`src/sv/gte_pkg.sv`:
```
//------------------------------------------------------------------------------
// gte_pkg
// Shared constants, command and status codes, controller operations and the
// status bundle passed from the datapath to the controller.
//------------------------------------------------------------------------------
`default_nettype none

package gte_pkg;

    localparam int MAX_NODES = 32;
    localparam int SLOTS     = 32;
    localparam int NW        = 5;               // node index width
    localparam int CW        = NW + 1;          // count width, holds SLOTS itself
    localparam int ENTRY_W   = NW + CW;         // walk store entry: resume index, vertex

    localparam logic [CW-1:0] CAPACITY_C =
        CW'((MAX_NODES < SLOTS) ? MAX_NODES : SLOTS);
    localparam logic [CW-1:0] SLOTS_C = CW'(SLOTS);

    localparam logic [1:0] CMD_ADD_NODE = 2'd0;
    localparam logic [1:0] CMD_ADD_EDGE = 2'd1;
    localparam logic [1:0] CMD_DFS      = 2'd2;
    localparam logic [1:0] CMD_BFS      = 2'd3;

    localparam logic [1:0] ST_ACK       = 2'd0;
    localparam logic [1:0] ST_VISIT     = 2'd1;
    localparam logic [1:0] ST_NOT_FOUND = 2'd2;
    localparam logic [1:0] ST_FULL      = 2'd3;

    typedef logic [3:0] op_t;

    localparam op_t OP_NONE      = 4'd0;
    localparam op_t OP_ACCEPT    = 4'd1;
    localparam op_t OP_SINGLE    = 4'd2;
    localparam op_t OP_EDGE1     = 4'd3;
    localparam op_t OP_EDGE2     = 4'd4;
    localparam op_t OP_WALK_INIT = 4'd5;
    localparam op_t OP_DFS_LOAD  = 4'd6;
    localparam op_t OP_DFS_SCAN  = 4'd7;
    localparam op_t OP_DFS_PUSH  = 4'd8;
    localparam op_t OP_DFS_POP   = 4'd9;
    localparam op_t OP_BFS_POP   = 4'd10;
    localparam op_t OP_BFS_RD    = 4'd11;
    localparam op_t OP_BFS_CHK   = 4'd12;
    localparam op_t OP_FINISH    = 4'd13;

    typedef struct packed {
        logic       out_free;
        logic       pend_valid;
        logic [1:0] cmd;
        logic       a_ok;
        logic       edge_new;
        logic       dfs_skip;
        logic       dfs_push;
        logic       sp_one;
        logic       bfs_empty;
        logic       bfs_has;
        logic       bfs_more;
    } dp_status_t;

endpackage

`default_nettype wire

```
`src/sv/gte_ctrl.sv`:
```
//------------------------------------------------------------------------------
// gte_ctrl
// Controller: sequences each command into datapath operations and holds off
// result writes while the output register is occupied.
//------------------------------------------------------------------------------
`default_nettype none

module gte_ctrl
    import gte_pkg::*;
(
    input  wire logic       clk,
    input  wire logic       rst_n,
    input  wire logic       in_valid,
    output logic            in_stall,
    input  wire dp_status_t st,
    output op_t             op
);

    localparam logic [3:0] S_IDLE   = 4'd0;
    localparam logic [3:0] S_DECIDE = 4'd1;
    localparam logic [3:0] S_EDGE2  = 4'd2;
    localparam logic [3:0] S_DLOAD  = 4'd3;
    localparam logic [3:0] S_DSCAN  = 4'd4;
    localparam logic [3:0] S_BPOP   = 4'd5;
    localparam logic [3:0] S_BRD    = 4'd6;
    localparam logic [3:0] S_BCHK   = 4'd7;
    localparam logic [3:0] S_FIN    = 4'd8;

    logic [3:0] state_reg, state_next;

    always_comb
    begin
        state_next = state_reg;
        op         = OP_NONE;
        unique case (state_reg)
            S_IDLE:
            begin
                if (in_valid)
                begin
                    op         = OP_ACCEPT;
                    state_next = S_DECIDE;
                end
            end
            S_DECIDE:
            begin
                priority if ((st.cmd == CMD_ADD_EDGE) && st.edge_new)
                begin
                    op         = OP_EDGE1;
                    state_next = S_EDGE2;
                end
                else if (((st.cmd == CMD_DFS) || (st.cmd == CMD_BFS)) && st.a_ok)
                begin
                    op         = OP_WALK_INIT;
                    state_next = (st.cmd == CMD_DFS) ? S_DLOAD : S_BPOP;
                end
                else if (st.out_free)
                begin
                    op         = OP_SINGLE;
                    state_next = S_IDLE;
                end
            end
            S_EDGE2:
            begin
                if (st.out_free)
                begin
                    op         = OP_EDGE2;
                    state_next = S_IDLE;
                end
            end
            S_DLOAD:
            begin
                op         = OP_DFS_LOAD;
                state_next = S_DSCAN;
            end
            S_DSCAN:
            begin
                priority if (st.dfs_skip)
                begin
                    op = OP_DFS_SCAN;
                end
                else if (st.dfs_push)
                begin
                    if (st.out_free)
                        op = OP_DFS_PUSH;
                end
                else
                begin
                    op         = OP_DFS_POP;
                    state_next = st.sp_one ? S_FIN : S_DLOAD;
                end
            end
            S_BPOP:
            begin
                priority if (st.bfs_empty)
                begin
                    state_next = S_FIN;
                end
                else if (st.out_free || !st.pend_valid)
                begin
                    op         = OP_BFS_POP;
                    state_next = st.bfs_has ? S_BRD : S_BPOP;
                end
            end
            S_BRD:
            begin
                op         = OP_BFS_RD;
                state_next = S_BCHK;
            end
            S_BCHK:
            begin
                op         = OP_BFS_CHK;
                state_next = st.bfs_more ? S_BRD : S_BPOP;
            end
            S_FIN:
            begin
                if (st.out_free)
                begin
                    op         = OP_FINISH;
                    state_next = S_IDLE;
                end
            end
            default:
                state_next = S_IDLE;
        endcase
    end

    always_ff @(posedge clk or negedge rst_n)
    begin
        if (!rst_n)
            state_reg <= S_IDLE;
        else
            state_reg <= state_next;
    end

    assign in_stall = (state_reg != S_IDLE);

endmodule

`default_nettype wire

```
`config.mk`:
```
export PLATFORM = sky130hd
export DESIGN_NAME = gte_ctrl
export DESIGN_NICKNAME = d
export VERILOG_FILES = /design/src/sv/gte_pkg.sv /design/src/sv/gte_ctrl.sv
export SDC_FILE = /design/constraint.sdc
export NUM_CORES = 1
export LEC_CHECK = 0
export BUFFER_PORTS_ARGS = -buffer_cell sky130_fd_sc_hd__buf_2
export CORE_AREA = 4 4 41 43
export CTS_BUF_LIST = sky130_fd_sc_hd__clkbuf_4 sky130_fd_sc_hd__clkbuf_8 sky130_fd_sc_hd__clkbuf_16
export CTS_CLUSTER_DIAMETER = 100
export DETAILED_ROUTE_END_ITERATION = 12
export DIE_AREA = 0 0 45 47
export PLACE_DENSITY = 0.74
export SLEW_MARGIN = 20
export SYNTH_ARGS = -nofsm -noshare
export SYNTH_HDL_FRONTEND = slang
export SYNTH_SLANG_ARGS = --single-unit
```
`constraint.sdc`:
```
create_clock -name clk -period 4.4 [get_ports clk]
set_clock_uncertainty 0.05 [all_clocks]
set_input_delay 0.22 -clock clk [delete_from_list [all_inputs] [get_ports clk]]
set_output_delay 0.22 -clock clk [all_outputs]
set_load 0.01 [all_outputs]
```
==> summary by stage <==
Outcome
The run finished with clean final reports.

Floorplan
The initial utilization of the core area, before any placement, comes to 0.462. The die covers 2120 µm². The height of the chip is 47 µm. The core region area is 1300 µm².

The total number of placement rows is 13. 20 I/O pins were placed. From left edge to right edge, the die measures 45 µm.

Worst setup path
The maximum fanout along the worst path is 22. For the worst setup path, the data required time is 4.13 ns. The worst setup path is launched from a flip-flop.

The critical path goes through or4b_4 > a21oi_1 > a2bb2oi_1 > o211ai_1 > buf_2. The delay of the slowest cell on the worst path is 0.74 ns. Among all stages on the critical path, the largest delay is contributed by dfrtp_1. The critical setup path kind is reg2out.

The worst setup path is captured at an output pin. The worst endpoint data arrival time is 2.09 ns. The source of the worst register-to-register timing path is state_reg[2]. The number of buffers and inverters on the critical path is 1. The cell family with the largest share of critical-path delay is flip-flops. The worst setup path startpoint is state_reg[0].

Finish
The growth of design area from synthesis to finish is 18.8%. The repair_antennas step left the layout with diodes totalling 0. The post-route non-filler standard cell count is 117. Of the cells placed in the final design, the portion with a size suffix greater than 1 is 0.255. Counting the fill cells in the layout gives 133. The register with the most flip-flops in the layout has 4 of them. Once layout is complete, the utilization of the core stands at 0.548. The final-stage net count is 119.

Yosys
The distinct cell type count after synthesis is 34. The Yosys step of the flow raised 0 warnings. The proportion of synthesized chip area in sequential cells is 0.167.

Counting flops and latches in the post-synthesis netlist gives 4. The main flop type after synthesis is dfrtp_1. The top cell type's share of synthesized area is 0.167.

The synthesized netlist occupies a cell area of 601 µm². The async set-or-reset flop fraction in the synthesized netlist is 1.00. The number of nets in the synthesized netlist is 100. Synthesis handed over a netlist of 85 instances. After synthesis, the cell types taking the most area are dfrtp_1 (17%), a21oi_1 (7.5%), nor2_1 (5.0%). The largest area contributor in the netlist is dfrtp_1. The count of flip-flops with a built-in enable after synthesis is 0. The synthesized area divided by synthesized cell count is 7.07 µm².

Worst hold path
The path class of the tightest hold or removal check is in2async.

STA
The slew at the pin with the worst max-slew slack is 0.644 ns. In the finished design, the share of the clock period the worst path needs comes to 0.537. The final-report setup violation count is 0.

Setup slack closes at 2.04 ns. The hold violation total from the final report is 0. Based on the critical path, the design can be clocked at up to 423 MHz. The number of max-slew violations in the final report is 0. Setup repair after global routing left no endpoint under its margin. The worst pin sits at a relative slew slack of 0.571. The shortest period the worst path allows is 2.36 ns. For the final routed database, the setup TNS stands at 0 ns.

Clock tree
Buffers inserted during clock tree synthesis total 3. In this run the number of H-tree levels came out at 1. After clock tree synthesis, the setup repair step added 0 buffers.

The CTS sink count is 4. The insertion delay of the later-clocked pin in the worst-skew pair is 0.24 ns. The total of hold buffers inserted after clock tree synthesis is 1. TritonCTS built the clock tree. After clock tree synthesis, the clock-pin slew on the worst setup and hold paths is 0.04 ns. The tree is rooted in a clkbuf_4.

Gates resized during post-CTS repair numbered 0. No sink is reached through more buffers than the 2 on the longest clock path.

Placement
In this run, placement finished with an instance count of 113. In this run the tool buffered the top-level ports with 19 buffer cells. The worst slack at placement is 2.32 ns. The placed wire-length estimate after detailed placement is 1310 µm. The final weighted congestion in routability-driven placement is 0.861.

Detailed routing
Using the TritonRoute via totals, the vias-per-cell ratio works out to 6.31. The detail-routed net length per standard cell is 14.7 µm. Summed over all layers, the routed wires come to 1720 µm.

After the first detailed-routing iteration, the DRC count stood at 19. The routed via count is 738. In this run the remaining antenna-violating nets after routing total 0.

For this run, design rule violations remaining after detail routing come to 0. Before antenna repair, the detailed router went through 4 iterations.

Pwr
The total power per unit cell area is 641 nW/µm². The highest ir drop seen on vdd is 0.236 mV. Summing internal, switching and leakage power gives 0.000457 W. The static leakage power is 0.307 nW.

GRT
Entering global routing, the biggest net connects 23 pins. The first-pass GRT wire length is 2770 µm. The via count of the first global-routing pass is 646. The overall track demand over capacity in global routing is 0.181. The number of antenna violations at the first check in global routing is 0. The total overflow reported by the global router is 0.

Flow run
The number of violations of the max-capacitance limit is 0.
[where the power goes]
group          switching (W)  leakage, nW  total (W)  internal, W
registers          0.0000720       0.0527   0.000124    0.0000517
clock network      0.0000157       0.0138  0.0000463    0.0000306
logic               0.000139        0.240   0.000287     0.000148
[worst paths after layout]
| path | end | slack [ns] | cells after the start |
|---|---|---|---|
| worst min register to register | state_reg[3] | 0.73 | 1 |
| worst max-delay path | op[1] | 2.04 | 5 |
| max in group asynchronous | state_reg[1] | 3.91 | 2 |
| worst min-delay path | state_reg[0] | 0.27 | 2 |
| min in group clk | state_reg[0] | 0.29 | 3 |
| worst max register to register | state_reg[3] | 2.44 | 4 |
[stage by stage]
step                instance area [µm²]  hold WS [ns]
floorplan                           601        -0.126
global placement                    681       -0.0231
detailed placement                  681       -0.0237
CTS                                 713         0.268
global route                        713         0.290
finish                              713         0.270
[layout by cell type, fill, tap and decap left out, types with 2 or more instances in the layout]
cell type,Yosys,layout
a2bb2oi_1,2,2
o32a_1,2,2
buf_2,3,19
o22ai_1,3,3
nor2_1,8,8
a21boi_0,2,2
nor2b_1,3,3
nor3_1,4,4
a21oi_1,9,9
clkbuf_4,0,3
nand2b_1,2,2
a22oi_1,3,3
inv_1,4,4
o211ai_1,3,3
dfrtp_1,4,4
or3_1,3,3
o21ai_0,4,4
a31oi_1,4,4
nand2_1,5,5
[layer usage]
layer  global-route usage  routed length [µm]  vias up
met4                0.129                  46        0
met2                0.257                 775       35
met1                0.236                 729      333
met3               0.0460                 166        6
li1                     -                   -      364
met5                    0                   0        -
[layout make-up]
| type | instances | area (µm²) | share of cell area |
|---|---|---|---|
| multi-input combinational | 71 | 452 | 0.633 |
| timing repair buffer | 20 | 105 | 0.147 |
| sequential | 4 | 100 | 0.140 |
| clock buffer | 3 | 22.5 | 0.0316 |
| tap | 15 | 18.8 | 0.0263 |
| inverter | 4 | 15.0 | 0.0211 |
[synthesized netlist by cell type, types with 4 or more instances]
library cell,count
a21oi_1,9
nor2_1,8
nand2_1,5
a31oi_1,4
dfrtp_1,4
inv_1,4
nor3_1,4
o21ai_0,4
[cell families (layout without fill, tap and decap cells)]
logic type,Yosys count,after routing,synth area share
DFF,4,4,0.167
AOI/OAI and AO/OA,39,39,0.454
muxes,1,1,0.0187
buffers and inverters,10,27,0.0812
xor gates and xnor gates,1,1,0.0146
and+or+nand+nor,30,30,0.265
Note: power is estimated with default switching activity, not from simulation.
